--- src/rtl/tof_lrc_ram.sv ---
// ----------------------------------------------------------------------------
// tof_lrc_ram
// Generic single-write, single-read RAM with registered read data.
// ----------------------------------------------------------------------------
module tof_lrc_ram #(
  parameter int WIDTH = 8,
  parameter int DEPTH = 16
) (
  input  logic                     clk,
  input  logic                     we,
  input  logic [$clog2(DEPTH)-1:0] waddr,
  input  logic [WIDTH-1:0]         wdata,
  input  logic                     re,
  input  logic [$clog2(DEPTH)-1:0] raddr,
  output logic [WIDTH-1:0]         rdata
);

  logic [WIDTH-1:0] mem [DEPTH];

  always_ff @(posedge clk) begin
    if (we) begin
      mem[waddr] <= wdata;
    end
    if (re) begin
      rdata <= mem[raddr];
    end
  end

endmodule

--- config.mk ---
export PLATFORM = sky130hd
export DESIGN_NAME = tof_lrc_ram
export DESIGN_NICKNAME = d
export VERILOG_FILES = /design/src/rtl/tof_lrc_ram.sv
export SDC_FILE = /design/constraint.sdc
export NUM_CORES = 1
export LEC_CHECK = 0
export BUFFER_PORTS_ARGS = -buffer_cell sky130_fd_sc_hd__buf_2
export CAP_MARGIN = 40
export CORE_ASPECT_RATIO = 0.9
export CORE_MARGIN = 2
export CORE_UTILIZATION = 37
export DETAILED_ROUTE_END_ITERATION = 16
export PLACE_DENSITY = 0.64
export SLEW_MARGIN = 40
export SYNTH_ARGS = -nofsm -noshare
export SYNTH_HDL_FRONTEND = slang
export SYNTH_SLANG_ARGS = --single-unit
--- constraint.sdc ---
create_clock -name clk -period 2.1 [get_ports clk]
set_input_delay 0.42 -clock clk [delete_from_list [all_inputs] [get_ports clk]]
set_output_delay 0.42 -clock clk [all_outputs]
set_load 0.05 [all_outputs]
After elaboration in Yosys (flattened, before gate mapping). Memories as Yosys holds them, arrays and structs flattened. A register that Yosys moved wholly into a read port is not among the register bits. Index checks and enable logic that the tools add are counted.

Output and inout bits: 8. RAM bits: 128. Latch bits: 0. Register bits: 0. ROM bits: 0. Input bits: 19. Memories: 1.

Memory list: mem (words 16, bits a word 8, rd ports 1, clocked after memory_dff 1, write ports 1, RTL line 18) `logic [WIDTH-1:0] mem [DEPTH];`.

Shift-type cells: 0. Add/sub/neg operators: 0. $mul: 0. Reduce and logical (&&, ||, !) cells: 0. Bitwise gates (word level): 0. Div/mod/pow operators: 0. Order comparisons: 0. Mux-type cells: 2. Eq/ne operators: 0.

Operators with widths (count): 1-bit 2-to-1 mux (2).

Longest topological paths before layout.
Word-level depth: 2. Gate-level depth with buffers: 5. Depth with buffers taken out: 3.

Worst setup path before layout. No wires, ideal clock.

Kind: input-to-reg. Start point: input port waddr[2]. End point: memory mem[0][0], enable pin. Path slack: 0.187 ns. Stages: 2. Setup time: 0.383 ns. Required time: 1.717 ns. Arrival: 1.530 ns. Cells stage by stage: or3b_2 > nor3_1.

RTL lines: start, declared (RTL line 11) `input logic [$clog2(DEPTH)-1:0] waddr,`; end, declared (RTL line 18).

Straight into the memory's write port.

Worst setup path in the final report.
Start point: register rdata[7], read port of mem. End point: output port rdata[7].

RTL lines: start, declared (RTL line 15) `output logic [WIDTH-1:0] rdata`.

No word-level cell between the ends.

==> results.txt <==
Worst VDD drop - 0.662 mV
Setup TNS - 0 ns
Critical Path RT - 1.68 ns
Crit-path leading delay family - flip-flops
WL final - 9700 microns
Clock buffer depth - 2
Final Hold Vio Count - 0
Post-detailed-route via-to-cell ratio - 4.90
Root Buffer - clkbuf_16
DR vias - 2407
Area grow syn2layout - 20.8%
Logic depth of the worst setup path including buffers - 1
Setup Crit Path Kind - reg -> out
CP Launch Type - flip-flop
Core area - 0.0139 sq mm
Reg power frac - 48.4%
DR WL/cell - 19.8 microns
Netlist Area Pre-Place - 0.00523 sq mm
Hold WC Path Type - in -> reg
Final setup fails - 0
H-tree depth - 4
Die span in y - 117 microns
Initial antenna violation count - 0
Num Clock Sinks - 136
Syn. warnings - 0
Hold path endpoint - mem[14][7]
Post-synth net total - 248
Slowest CP cell - edfxtp_1
First-pass GRT wire length - 14800 microns
Post-synth cell types - 18
Final HPWL DP - 6370 microns
Gate Count Post-Synth - 229
# nets final - 305
Hold_ws - 0.391 ns
Leak - 0.00212 uW
Starting Density - 37.6%
WHS Path Cells - 1
M1 WL - 4310 microns
Die boundary width - 129 microns
Worst Setup SP - rdata[7]
Vias in the first global route - 2545
Setup Buffers After CTS - 0
Layout cells sized above 1 - 32.9%
CTS Buf Count - 17
N_diodes - 0
Met3 wire len - 550 microns
Headroom to the max-slew limit - 73.2%
Syn avg cell area - 22.8 sq um
Detail Route met2 WL - 4740 microns
Tcrit/Tclk final - 73.9%
Buf+Inv Stages, Crit Path - 1
Combinational power share - 5.1%
GRT Total Usage - 14.2%
Highest Signal Layer - met4
Switching Share - 20.4%
F_max - 0.644 GHz
RSZ-0062 raised after global routing - false
CP max FO - 1
# IOs - 27
Worst Tran Pin Value - 0.402 ns
CTS tree - built
Status - complete, no violations
Post-cts resize count - 0
Die ar. - 0.0151 sq mm
#FFs+latches synth - 136
Worst reg2reg path depth - 3
FF-to-FF Start - mem[10][3]
CTS Hold Buffers Added - 0
CP Capture Type - output port
Slew Limit Fails - 0
Max-cap viol count - 0
Clock Skew - 0.0133 ns
PD cells - 1010 mW/mm^2
Drt initial violations - 198
Switching pwr - 1300 uW
ANT nets after route - 0
Internal Dissipation - 5050 uW
Sequential fraction of the synthesis area - 78.1%
Hold Path Origin - wdata[7]
Arrival time worst endpoint - 1.13 ns
Reg-to-reg slack, setup - 0.64 ns
FP Rows - 41
I/O Buffers - 26
Worst path max stage delay - 0.43 ns
GR Overflow Total - 0
Clk slew on worst S/H paths - 0.06 ns
Reg2Reg Capture Point - rdata[3]
RePlAce Congestion - 0.732
Pin count of the biggest net entering global routing - 33
Worst path cell trace - buf_2
DRC errors left - 0
Worst-skew pair later-pin latency - 0.41 ns
Minimum clock period - 1.55 ns
Clock share of power - 46.4%
Pre-antenna DRT Iters - 4
## worst register-to-register path, stage by stage (launching register included)
cell and delay, ns:
edfxtp_1 0.35, mux4_1 0.54, a22oi_1 0.24, nand2_1 0.07
## final cells by class
class                      count  area [sq um]
fill                        1157          7590
tap                          193           241
multi-input combinational     83          1060
clock inverter                14           175
clock buffer                  17           425
timing repair buffer          48           333
sequential                   136          4080
## layer usage
metal / vias up / GRT usage (%)
met5: - / 0
met2: 72 / 22.7
met3: 12 / 4.44
met1: 1228 / 18.8
met4: 0 / 4.86
li1: 1095 / -
## cells in the final DEF (no fill, tap or decap), types with 2 or more instances in the layout
cell type and count:
inv_6 3, nor3_1 4, buf_12 3, bufinv_16 3, edfxtp_1 136, clkinvlp_4 3
a22oi_1 16, mux4_1 14, clkbuf_16 17, buf_2 26, mux4_2 18, clkinv_2 2
nand2b_1 2, nand2_1 9, nand3b_1 2, nor2_1 13, buf_4 19, clkinv_4 3
## cells by family (layout without fill, tap and decap cells)
| logic type | count (synthesis) | after routing | share of synthesized area (%) |
|---|---|---|---|
| flip-flops | 136 | 136 | 78.1 |
| AND/OR/NAND/NOR | 35 | 35 | 3.14 |
| multiplexers | 32 | 32 | 14.8 |
| AO/OA/AOI/OAI | 16 | 16 | 2.30 |
| buffers and inverters | 10 | 79 | 1.65 |
## sequential cells by signal, indices dropped and copies added, names as in the netlist
signal	cells
mem	128
rdata	8
## cells in the mapped netlist, drive strengths merged
master           n  share of area (%)
nand2b           2               0.24
a22oi           16                2.3
edfxtp         136                 78
and2             1               0.12
clkdlybuf4s25    3               0.57
buf              7                1.1
nand3            1              0.096
mux4            32                 15
nand2            9               0.65
nor3             4               0.38
or3b             1               0.17
and2b            1               0.14
nor2b            1               0.12
nor2            13               0.93
nand3b           2               0.29
## through the flow
step	power [uW]	setup slack, ns	cells	util [%]	area, sq um
CTS	6410	0.542	491	45.4	6320
finish	6350	0.547	491	45.4	6320
floorplan	3330	0.187	229	-	5230
global placement	3450	0.160	460	41.1	5720
detailed placement	3460	0.165	460	41.1	5720
global route	6580	0.525	491	45.4	6320
## power groups by stage
stage	logic (uW)	clock network [uW]	registers (uW)
floorplan	154	0	3170
CTS	332	3000	3080
global route	353	3140	3080
finish	325	2950	3080
global placement	323	0	3130
detailed placement	330	0	3130
## worst max-delay path by stage
stage	to	slack [ns]
after floorplan	mem[0][0]	0.19
after global placement	rdata[3]	0.16
after detailed placement	rdata[0]	0.17
after CTS	rdata[7]	0.54
after global routing	rdata[0]	0.52
final	rdata[7]	0.55
Note: power is estimated with default switching activity, not from simulation.
