$ cat config.mk
export PLATFORM = sky130hd
export DESIGN_NAME = tof_lrc_side
export DESIGN_NICKNAME = d
export VERILOG_FILES = /design/src/rtl/tof_lrc_pkg.sv /design/src/rtl/tof_lrc_side.sv
export SDC_FILE = /design/constraint.sdc
export NUM_CORES = 1
export LEC_CHECK = 0
export BUFFER_PORTS_ARGS = -buffer_cell sky130_fd_sc_hd__buf_2
export CAP_MARGIN = 20
export CORE_UTILIZATION = 45
export DETAILED_ROUTE_END_ITERATION = 7
export PLACE_DENSITY = 0.7
export SLEW_MARGIN = 25
export SYNTH_ARGS = -nofsm -noshare
export SYNTH_HDL_FRONTEND = slang
export SYNTH_SLANG_ARGS = --single-unit
export TNS_END_PERCENT = 30
$ cat constraint.sdc
create_clock -name vclk -period 22.3
set_input_delay 2.23 -clock vclk [all_inputs]
set_output_delay 2.23 -clock vclk [all_outputs]
set_load 0.02 [all_outputs]
$ cat src/rtl/tof_lrc_pkg.sv
// ----------------------------------------------------------------------------
// tof_lrc_pkg
// Shared types, constants and register codes of the left/right coincidence
// finder: request payloads, per-counter store entry, field widths.
// ----------------------------------------------------------------------------
package tof_lrc_pkg;

  // Fixed field widths
  localparam int ENERGY_W    = 13;
  localparam int TIME_W      = 3;
  localparam int CNT_OUT_W   = 6;
  localparam int MASK_W      = 8;
  localparam int THR_W       = 16;
  localparam int THR_SQ_W    = 2 * THR_W;
  localparam int WIN_CFG_W   = 4;

  // Behavior constants
  localparam int NUM_COUNTERS_DEF = 48;
  localparam int FRAMES_PER_SLICE = 8;
  localparam int SLICE_DEPTH      = 3;
  localparam int ENERGY_BITS      = 13;
  localparam int WINDOW_RESET     = 2;

  // Saturated window register width
  localparam int WIN_W = $clog2(FRAMES_PER_SLICE + 1);

  // Energy mask after limiting to ENERGY_BITS
  localparam logic [ENERGY_W-1:0] EMASK =
    (ENERGY_BITS >= ENERGY_W) ? {ENERGY_W{1'b1}} : ENERGY_W'((1 << ENERGY_BITS) - 1);

  // Configuration port
  localparam int CFG_IDX_W  = 2;
  localparam int CFG_DATA_W = THR_W;
  localparam logic [CFG_IDX_W-1:0] CFG_STRIP_THR   = 2'd0;
  localparam logic [CFG_IDX_W-1:0] CFG_CLUSTER_THR = 2'd1;
  localparam logic [CFG_IDX_W-1:0] CFG_WINDOW      = 2'd2;

  typedef struct packed {
    logic [ENERGY_W-1:0] strip_energy_left;
    logic [TIME_W-1:0]   strip_time_left;
    logic [ENERGY_W-1:0] strip_energy_right;
    logic [TIME_W-1:0]   strip_time_right;
    logic [ENERGY_W-1:0] pair_energy_left;
    logic [TIME_W-1:0]   pair_time_left;
    logic [ENERGY_W-1:0] pair_energy_right;
    logic [TIME_W-1:0]   pair_time_right;
  } in_item_t;

  typedef struct packed {
    logic [CNT_OUT_W-1:0] counter_number;
    logic [MASK_W-1:0]    hit_mask;
    logic                 slice_done;
  } out_item_t;

  // Left side of the slice before the previous one
  typedef struct packed {
    logic [ENERGY_W-1:0] strip_energy_left;
    logic [TIME_W-1:0]   strip_time_left;
    logic [ENERGY_W-1:0] pair_energy_left;
    logic [TIME_W-1:0]   pair_time_left;
  } left_item_t;

  typedef struct packed {
    in_item_t   prev;
    left_item_t older;
  } store_entry_t;

endpackage

$ cat src/rtl/tof_lrc_side.sv
// ----------------------------------------------------------------------------
// tof_lrc_side
// One side test: a right hit against the left hits of three slices,
// giving the frame mask of matches.
// ----------------------------------------------------------------------------
module tof_lrc_side (
  input  logic [tof_lrc_pkg::ENERGY_W-1:0]                         er,
  input  logic [tof_lrc_pkg::TIME_W-1:0]                           tr,
  input  logic [tof_lrc_pkg::SLICE_DEPTH-1:0][tof_lrc_pkg::ENERGY_W-1:0] el,
  input  logic [tof_lrc_pkg::SLICE_DEPTH-1:0][tof_lrc_pkg::TIME_W-1:0]   tl,
  input  logic [tof_lrc_pkg::THR_SQ_W-1:0]                         thr_sq,
  input  logic [tof_lrc_pkg::WIN_W-1:0]                            win,
  output logic [tof_lrc_pkg::MASK_W-1:0]                           mask
);
  import tof_lrc_pkg::*;

  localparam int DW = $clog2(SLICE_DEPTH * FRAMES_PER_SLICE + (1 << TIME_W)) + 2;
  localparam int PROD_W = 2 * ENERGY_W;

  always_comb begin
    logic [PROD_W-1:0]     prod;
    logic signed [DW-1:0]  lhs;
    logic signed [DW-1:0]  rhs;
    logic signed [DW-1:0]  diff;
    logic                  hit;
    hit = 1'b0;
    for (int j = 0; j < SLICE_DEPTH; j++) begin
      prod = PROD_W'(er) * PROD_W'(el[j]);
      lhs  = DW'(tl[j]) + DW'((SLICE_DEPTH - 1 - j) * FRAMES_PER_SLICE);
      rhs  = DW'(tr) + DW'(FRAMES_PER_SLICE);
      diff = lhs - rhs;
      if (diff < 0) begin
        diff = -diff;
      end
      if ((THR_SQ_W'(prod) > thr_sq) && (int'(diff) <= int'(win))) begin
        hit = 1'b1;
      end
    end
    mask = '0;
    if (hit && (int'(tr) < FRAMES_PER_SLICE)) begin
      mask[tr] = 1'b1;
    end
  end

endmodule

# Word level (Yosys, flattened, before mapping)
# Cells that the tools add are included.
[totals]
ff_bits = 0
input_bits = 100
output_inout_bits = 8
wordCells = 36
[classes]
n_addsub = 9
multipliers = 3
n_lt_le_gt_ge = 11
muxes = 9
n_reduce_logical = 4
[op_table]
columns = ["operator", "n"]
rows = [
  ["greater-than comparator 26 x 32 -> 1 bit", 3],
  ["multiplier 13 x 13 -> 26 bit", 3],
  ["less-or-equal comparator 7 x 5 -> 1 bit", 3],
  ["2-to-1 mux 7 bit", 3],
  ["negator 6 -> 7 bit", 2],
  ["< comparator 6 x 1 -> 1 bit (second input constant)", 2],
  ["adder 3 x 4 -> 5 bit (second input constant)", 2],
  ["2-to-1 mux 8 bit", 1],
  ["< comparator 7 x 1 -> 1 bit (second input constant)", 1],
  ["negator 7 bit", 1],
  ["subtractor 6 x 5 -> 7 bit", 1],
  ["adder 3 x 5 -> 6 bit (second input constant)", 1],
  ["subtractor 3 x 5 -> 6 bit", 1],
  ["subtractor 5 x 5 -> 6 bit", 1],
  ["logical AND 1 bit", 4],
  ["< comparator 3 x 4 -> 1 bit (second input constant)", 1],
  ["2-to-1 mux 1 bit", 4],
  ["demux 1 bit (select 3 bit)", 1],
  ["greater-or-equal comparator 3 x 1 -> 1 bit (second input constant)", 1],
]

# Depth between registers and ports, before layout
# Gate-level depths: netlist of the first run.
[depth]
word_depth = 10
depth_mapped = 31

# Worst setup path after synthesis of the first run
# Ideal clock, no wire load.
[synth_timing]
path_type = "input port to output port"
from = "input port el[16] in the netlist's numbering"
to = "output port mask[0] in the netlist's numbering"
arrival_time_ps = 9262
t_required_ps = 20070
slack_ps = 10808
path_stages = 26
path_cell_list = "clkbuf_1 -> and2_1 -> fa_1 -> inv_1 -> fa_1 -> inv_1 -> fa_1 -> inv_1 -> fa_1 -> fa_1 -> inv_1 -> ha_1 -> a2111oi_4 -> o21ai_2 -> a211oi_2 -> nor2_1 -> o41ai_4 -> o31ai_2 -> or4_1 -> nand3_1 -> ha_1 -> and4_1 -> nand3_1 -> o311a_1 -> o21ai_1 -> a2111oi_0"
[synth_between]
elab_chain_cells = 6
[synth_lines]
columns = ["element", "line_no", "rtl"]
rows = [
  ["start: declaration", "tof_lrc_side.sv:9", "input logic [tof_lrc_pkg::SLICE_DEPTH-1:0][tof_lrc_pkg::ENERGY_W-1:0] el,"],
  ["multiplier 13 x 13 -> 26 bit", "tof_lrc_side.sv:28", "prod = PROD_W'(er) * PROD_W'(el[j]);"],
  ["greater-than comparator 26 x 32 -> 1 bit", "tof_lrc_side.sv:35", "if ((THR_SQ_W'(prod) > thr_sq) && (int'(diff) <= int'(win))) begin"],
  ["logical AND 1 bit", "tof_lrc_side.sv:35", ""],
  ["2-to-1 mux 1 bit (2 in a row)", "tof_lrc_side.sv:35", ""],
  ["2-to-1 mux 8 bit", "tof_lrc_side.sv:40", "if (hit && (int'(tr) < FRAMES_PER_SLICE)) begin"],
  ["end: declaration", "tof_lrc_side.sv:13", "output logic [tof_lrc_pkg::MASK_W-1:0] mask"],
]
# No other way between the ends.

# Worst setup path in the final report of the first run
[layout_timing]
from = "input port er[4] in the netlist's numbering"
to = "output port mask[0] in the netlist's numbering"
[layout_between]
elab_chain_cells = 7
[layout_lines]
columns = ["element", "line_no", "rtl"]
rows = [
  ["start: declaration", "tof_lrc_side.sv:7", "input logic [tof_lrc_pkg::ENERGY_W-1:0] er,"],
  ["multiplier 13 x 13 -> 26 bit", "tof_lrc_side.sv:28", ""],
  ["greater-than comparator 26 x 32 -> 1 bit", "tof_lrc_side.sv:35", ""],
  ["logical AND 1 bit", "tof_lrc_side.sv:35", ""],
  ["2-to-1 mux 1 bit (2 in a row)", "tof_lrc_side.sv:35", ""],
  ["2-to-1 mux 1 bit *", "tof_lrc_side.sv:35", ""],
  ["2-to-1 mux 8 bit *", "tof_lrc_side.sv:40", ""],
]
# Every way passes the cells marked *; elsewhere a longest branch is shown, timed or not.

==> impl_metrics.ini, run 1 <==
[timing]
maxSlewViolCount = 0
worst_slack_ns = 10.03
fmax_mhz = 81.5
finalSetupViolCount = 0
period_share_pct = 55.0
slew_headroom_pct = 33.5
worst_pin_slew_ns = 0.997
hold_viol = 0
tns_ns = 0
grt_setup_unrepaired = no
period_needed_ns = 12.27

[routing]
firstDrtPassIters = 7
wire_per_inst_um = 16.8
vias_per_cell = 5.34
num_vias = 15400
ant_nets = 0
drt-initial-drc-count = 801
drc = 0
wirelength_mm = 48.5

[power_and_ir_drop]
peakVddDrop_mv = 0.121
finalPower_mw = 2.93
power_density_nw_per_um2 = 146
leakage_nw = 11.0

[worst_setup_path]
cp-end-kind = output port
slowest_delay_ns = 0.69
start_kind = primary input
path_max_fanout = 39
worst_ep_arrival_time_ns = 10.04
cpMaxStageDelayCell = buf_2
critical_path_class = primary input to output port
cp.required_ns = 20.07
crit_top_cell = fa_1

[clock_network]
postCtsHoldBufs = 0
ctsResizeCount = 0
cts_setup_buffers = 0

[floorplanning]
placementRows = 75
start_util_pct = 45.7
fp.coreArea_um2 = 42000
ios = 108
die_w_um = 209
die-area_um2 = 43500
die_h_um = 209

[placed_design]
dp.cells = 2876
io_buffer_count = 108
pre_cts_slack_ns = 10.24
gp_congestion = 0.889
post-dp-hpwl_mm = 39.7

[final_layout]
drive_gt1_share_pct = 5.35
layout_commonest_cell = inv_1
fin_nets = 3120
seq_cells = 0
fillerInstances = 4092
clock_buffers = 0
seqCellArea_um2 = 0
stdcell_count = 2878
synthToLayoutAreaGrowth_pct = 4.77
final_cell_mix = inv_1 (568), fa_1 (367), nand2_1 (315)

[min_path]
hold_path_startpoint = tr[2]
min_path_cells = 3
min_to = mask[3]
min_path_type = primary input to output port

[global_route]
grt_pass1_wl_mm = 81.0
grt_pass1_vias = 16200
grt_overflow_total = 0
grt_max_degree = 40
antenna_found_initial = 2
grt.total_usage_pct = 22.9

[job]
timing.max_cap.violations = 0

[synth]
synth_top_area_share_pct = 38.3
mappedNetlistArea_um2 = 19200
synth_top_family_by_area = adder cells
synth-simple-area-share_pct = 17.7
synth_top_cell_by_area = fa_1
yosys_warnings = 0
syn_inst = 2315
synth_cell_types = 57
syn_avg_cell_area_um2 = 8.30
ys_seq_area_share_pct = 0
synth_mux_area_share_pct = 0.111
synth_xor_area_share_pct = 3.01
synth_area_leaders = fa_1 (38%), ha_1 (20%), inv_1 (11%), and2_1 (7.4%), nand2_1 (6.2%)
synthAdderAreaFrac_pct = 58.7
synth_compound_area_share_pct = 7.62
syn_nets = 3096

[outcome]
status = completed
-- logic make-up (layout without fill, tap and decap cells) --
kind of cell,after synthesis,after routing
simple gates,688,688
fa+ha+maj,681,681
buf+inv,659,681
compound gates,219,219
xor+xnor,66,66
mux,2,2
other cells,0,2
-- worst max-delay path, delay by kind of cell --
kind / cells / cell delay, ns
simple gates: 8 / 1.45
fa+ha+maj: 7 / 3.07
compound gates: 7 / 2.07
buf+inv: 5 / 1.05
xor+xnor: 1 / 0.10
-- cells in the mapped netlist, drive strengths merged (17+ instances only) --
library cell    n
and2          226
o21ai          43
ha            314
xor2           18
nor3           17
nand2         315
inv           568
nor2           38
xnor2          48
nand3          19
a21o           35
nor2b          25
nand4          19
a21oi          59
clkbuf         91
fa            367
-- metrics by stage --
step / hold WS (ns) / util, % / area [µm²]
2_1_floorplan: 4.54 / - / 19200
3_3_place_gp: 4.77 / 47.8 / 20100
3_5_place_dp: 4.78 / 47.8 / 20100
4_1_cts: 4.78 / 47.8 / 20100
5_1_grt: 4.79 / 47.9 / 20100
6_report: 4.79 / 47.9 / 20100
-- layout make-up --
class / instances / area (µm²) / area share (%)
multi-input cells: 1656 / 16700 / 83.2
inverters: 568 / 2130 / 10.6
well taps: 539 / 674 / 3.35
diodes: 2 / 5.00 / 0.0249
repair buffers: 113 / 578 / 2.87
-- worst max-delay path by stage --
stage          startpoint       to  slack [ns]
3_3_place_gp        er[8]  mask[0]       10.42
3_5_place_dp        er[8]  mask[4]       10.24
4_1_cts             er[8]  mask[4]       10.23
6_report            er[4]  mask[0]       10.03
2_1_floorplan      el[16]  mask[0]       10.81
5_1_grt             er[4]  mask[0]        9.47
-- power breakdown --
part	switching, mW	internal [mW]
clock network	0	0.0000000120
logic	1.68	1.26
registers	0	0
total	1.68	1.26
-- routing by layer --
metal	routed length (µm)	GRT usage [%]	up-vias	share of wire, %
met3	2300	1.05	76	4.7
met5	0	0	-	0
met1	20000	29.6	7764	41
li1	-	-	7081	-
met2	24400	41.1	451	50
met4	1720	7.61	0	3.5
No activity file was read; power rests on OpenSTA's default activity.
==> run 2: changes to the inputs <==
- clock period: 22.3 -> 11.5 ns (I/O delays scaled with it)
==> impl_metrics.ini, run 2 (synthesis results as in run 1) <==
[outcome]
status = completed

[routing]
drc = 0
num_vias = 15300
wirelength_mm = 49.5
firstDrtPassIters = 5
ant_nets = 0
wire_per_inst_um = 17.2
vias_per_cell = 5.32
drt-initial-drc-count = 696

[timing]
tns_ns = 0
period_needed_ns = 9.99
hold_viol = 0
worst_pin_slew_ns = 1.01
grt_setup_unrepaired = no
fmax_mhz = 100
worst_slack_ns = 1.51
finalSetupViolCount = 0
maxSlewViolCount = 0
period_share_pct = 86.9
hold_ws_ns = 2.63
slew_headroom_pct = 32.7

[final_layout]
fillerInstances = 4081
seqCellArea_um2 = 0
final_cell_mix = inv_1 (568), fa_1 (367), nand2_1 (315)
drive_gt1_share_pct = 5.39
layout_commonest_cell = inv_1
fin_nets = 3121
stdcell_count = 2880
synthToLayoutAreaGrowth_pct = 4.82
clock_buffers = 0
seq_cells = 0

[worst_setup_path]
critical_path_class = primary input to output port
slowest_delay_ns = 0.53
cp.required_ns = 10.35
path_max_fanout = 23
worst_ep_arrival_time_ns = 8.84
crit_top_cell = fa_1
cpMaxStageDelayCell = fa_1
cp-end-kind = output port
start_kind = primary input

[floorplanning]
die_w_um = 209
die_h_um = 209
die-area_um2 = 43500
ios = 108
placementRows = 75
fp.coreArea_um2 = 42000
start_util_pct = 45.7

[global_route]
grt_overflow_total = 0
grt_max_degree = 40
grt_pass1_vias = 16600
grt_pass1_wl_mm = 81.8
antenna_found_initial = 3
grt.total_usage_pct = 23.3

[placed_design]
pre_cts_slack_ns = 1.63
dp.cells = 2877
io_buffer_count = 108
post-dp-hpwl_mm = 41.2
gp_congestion = 0.890

[power_and_ir_drop]
peakVddDrop_mv = 0.254
seqPwrFrac_pct = 0
p_comb_share_pct = 100.0
leakage_nw = 11.0
pwr-share-clk_pct = 0
p_int_mw = 2.44
p_sw_share_pct = 57.7
p_sw_mw = 3.32
finalPower_mw = 5.75
power_density_nw_per_um2 = 286

[clock_network]
ctsResizeCount = 0
postCtsHoldBufs = 0
cts_setup_buffers = 0

[job]
timing.max_cap.violations = 0

[min_path]
min_path_type = primary input to output port
run 2: changes by cell type in the layout (fill, tap and decap cells not counted):
cell and change:
buf_4 +1, diode_2 +1
run 2: metrics by stage:
| stage | util (%) | cell area (µm²) |
|---|---|---|
| 2_1_floorplan | - | 19200 |
| 3_3_place_gp | 47.9 | 20100 |
| 3_5_place_dp | 47.9 | 20100 |
| 4_1_cts | 47.9 | 20100 |
| 5_1_grt | 47.9 | 20100 |
| 6_report | 47.9 | 20100 |
run 2: cell type report:
type               instances  area (µm²)  share of cell area [%]
multi-input cells       1656       16700                    83.1
inverters                568        2130                    10.6
well taps                539         674                    3.35
repair buffers           114         586                    2.91
diodes                     3        7.51                  0.0373
run 2: path summary, 6_finish.rpt:
path  start      end  depth (start not counted)
min   tr[2]  mask[1]                          3
max   er[7]  mask[0]                         30
run 2: worst max-delay path, delay by kind of cell:
kind,cells,cell delay [ns]
fa+ha+maj,7,3.17
xor+xnor,1,0.09
simple gates,8,1.32
compound gates,7,2.08
buf+inv,7,1.00
run 2: metal layers:
layer	wire, µm	vias to the layer above	global-route usage, %
met5	0	-	0
met4	2110	0	8.65
met3	2500	86	1.71
met2	24700	404	41.4
met1	20200	7738	29.8
li1	-	7092	-
run 2: power groups by stage:
stage | registers, mW | clock network, mW | logic [mW]
after global placement | 0 | 0 | 5.54
after global routing | 0 | 0.0000000350 | 6.50
after CTS | 0 | 0 | 5.78
after floorplan | 0 | 0 | 4.29
after detailed placement | 0 | 0 | 5.74
final | 0 | 0.0000000350 | 5.75
==> run 3: changes to the inputs <==
- CORE_ASPECT_RATIO: not set -> 0.6
==> impl_metrics.ini, run 3 (synthesis results as in run 1) <==
[outcome]
status = completed

[worst_setup_path]
cp.required_ns = 10.35
crit_top_cell = fa_1
cp-end-kind = output port
worst_ep_arrival_time_ns = 9.05
critical_path_class = primary input to output port
path_max_fanout = 39
worst-path-buf-inv = 5
cpMaxStageDelayCell = buf_2
cp_top_family = adder cells
slowest_delay_ns = 0.72
start_kind = primary input

[clock_network]
ctsResizeCount = 0
cts_setup_buffers = 0
postCtsHoldBufs = 0

[timing]
period_needed_ns = 10.20
maxSlewViolCount = 0
period_share_pct = 88.7
slew_headroom_pct = 29.6
tns_ns = 0
worst_pin_slew_ns = 1.06
hold_viol = 0
grt_setup_unrepaired = no
fmax_mhz = 98.1
finalSetupViolCount = 0

[global_route]
grt_max_degree = 40
grt_overflow_total = 0
grt_pass1_vias = 16200
grt_pass1_wl_mm = 84.1
grt.total_usage_pct = 24.1
antenna_found_initial = 4

[floorplanning]
start_util_pct = 45.8
die_w_um = 269
die-area_um2 = 43500
die_h_um = 162
ios = 108
fp.coreArea_um2 = 41900
placementRows = 58

[routing]
drc = 0
drt-initial-drc-count = 1160
num_vias = 15400
wire_per_inst_um = 17.2
firstDrtPassIters = 5
vias_per_cell = 5.28
wirelength_mm = 50.2
ant_nets = 0

[power_and_ir_drop]
seqPwrFrac_pct = 0
power_density_nw_per_um2 = 283
p_sw_mw = 3.27
p_int_mw = 2.44
p_sw_share_pct = 57.3
peakVddDrop_mv = 0.303
pwr-share-clk_pct = 0
p_comb_share_pct = 100.0
leakage_nw = 11.0

[min_path]
min_path_type = primary input to output port

[final_layout]
synthToLayoutAreaGrowth_pct = 4.96
fin_nets = 3119
drive_gt1_share_pct = 5.31
seqCellArea_um2 = 0
final_util_pct = 48.1
seq_cells = 0
layout_commonest_cell = inv_1
clock_buffers = 0
final_cell_mix = inv_1 (568), fa_1 (367), nand2_1 (315)

[placed_design]
gp_congestion = 0.960
post-dp-hpwl_mm = 41.5
io_buffer_count = 108

[job]
timing.max_cap.violations = 0
## run 3: changes by cell type in the layout (fill, tap and decap cells not counted)
cell / delta
buf_4: -2
diode_2: +1
## run 3: power by group through the flow
| stage | registers, mW | logic (mW) | clock network [mW] |
|---|---|---|---|
| 5_1_grt | 0 | 6.47 | 0.0000000466 |
| 4_1_cts | 0 | 5.67 | 0 |
| 3_5_place_dp | 0 | 5.61 | 0 |
| 3_3_place_gp | 0 | 5.39 | 0 |
| 6_report | 0 | 5.70 | 0.0000000466 |
| 2_1_floorplan | 0 | 4.29 | 0 |
## run 3: final timing paths
path	start	end	slack (ns)	cells after the start
hold / removal	tr[2]	mask[3]	2.65	3
setup / recovery	er[6]	mask[0]	1.30	26
## run 3: routing by layer
| metal | track usage, % | wire (µm) | up-vias |
|---|---|---|---|
| met5 | 0 | 0 | - |
| met4 | 2.87 | 594 | 0 |
| met3 | 2.26 | 3670 | 49 |
| met2 | 38.6 | 22600 | 520 |
| met1 | 36.0 | 23300 | 7723 |
| li1 | - | - | 7073 |
## run 3: cell type report
| class | instances | area [µm²] |
|---|---|---|
| fillers | 4025 | 21800 |
| repair buffers | 112 | 571 |
| multi-input cells | 1656 | 16700 |
| inverters | 568 | 2130 |
| well taps | 570 | 713 |
| diodes | 4 | 10.0 |
## run 3: stage by stage
step	area (µm²)	hold slack, ns	total power, mW	setup WS [ns]	std cells
after floorplan	19200	2.38	4.29	2.17	2315
after global placement	20100	2.61	5.39	1.51	2906
after detailed placement	20100	2.63	5.61	1.46	2906
after CTS	20100	2.63	5.67	1.44	2906
after global routing	20200	2.65	6.47	0.826	2910
final	20200	2.65	5.70	1.30	2910
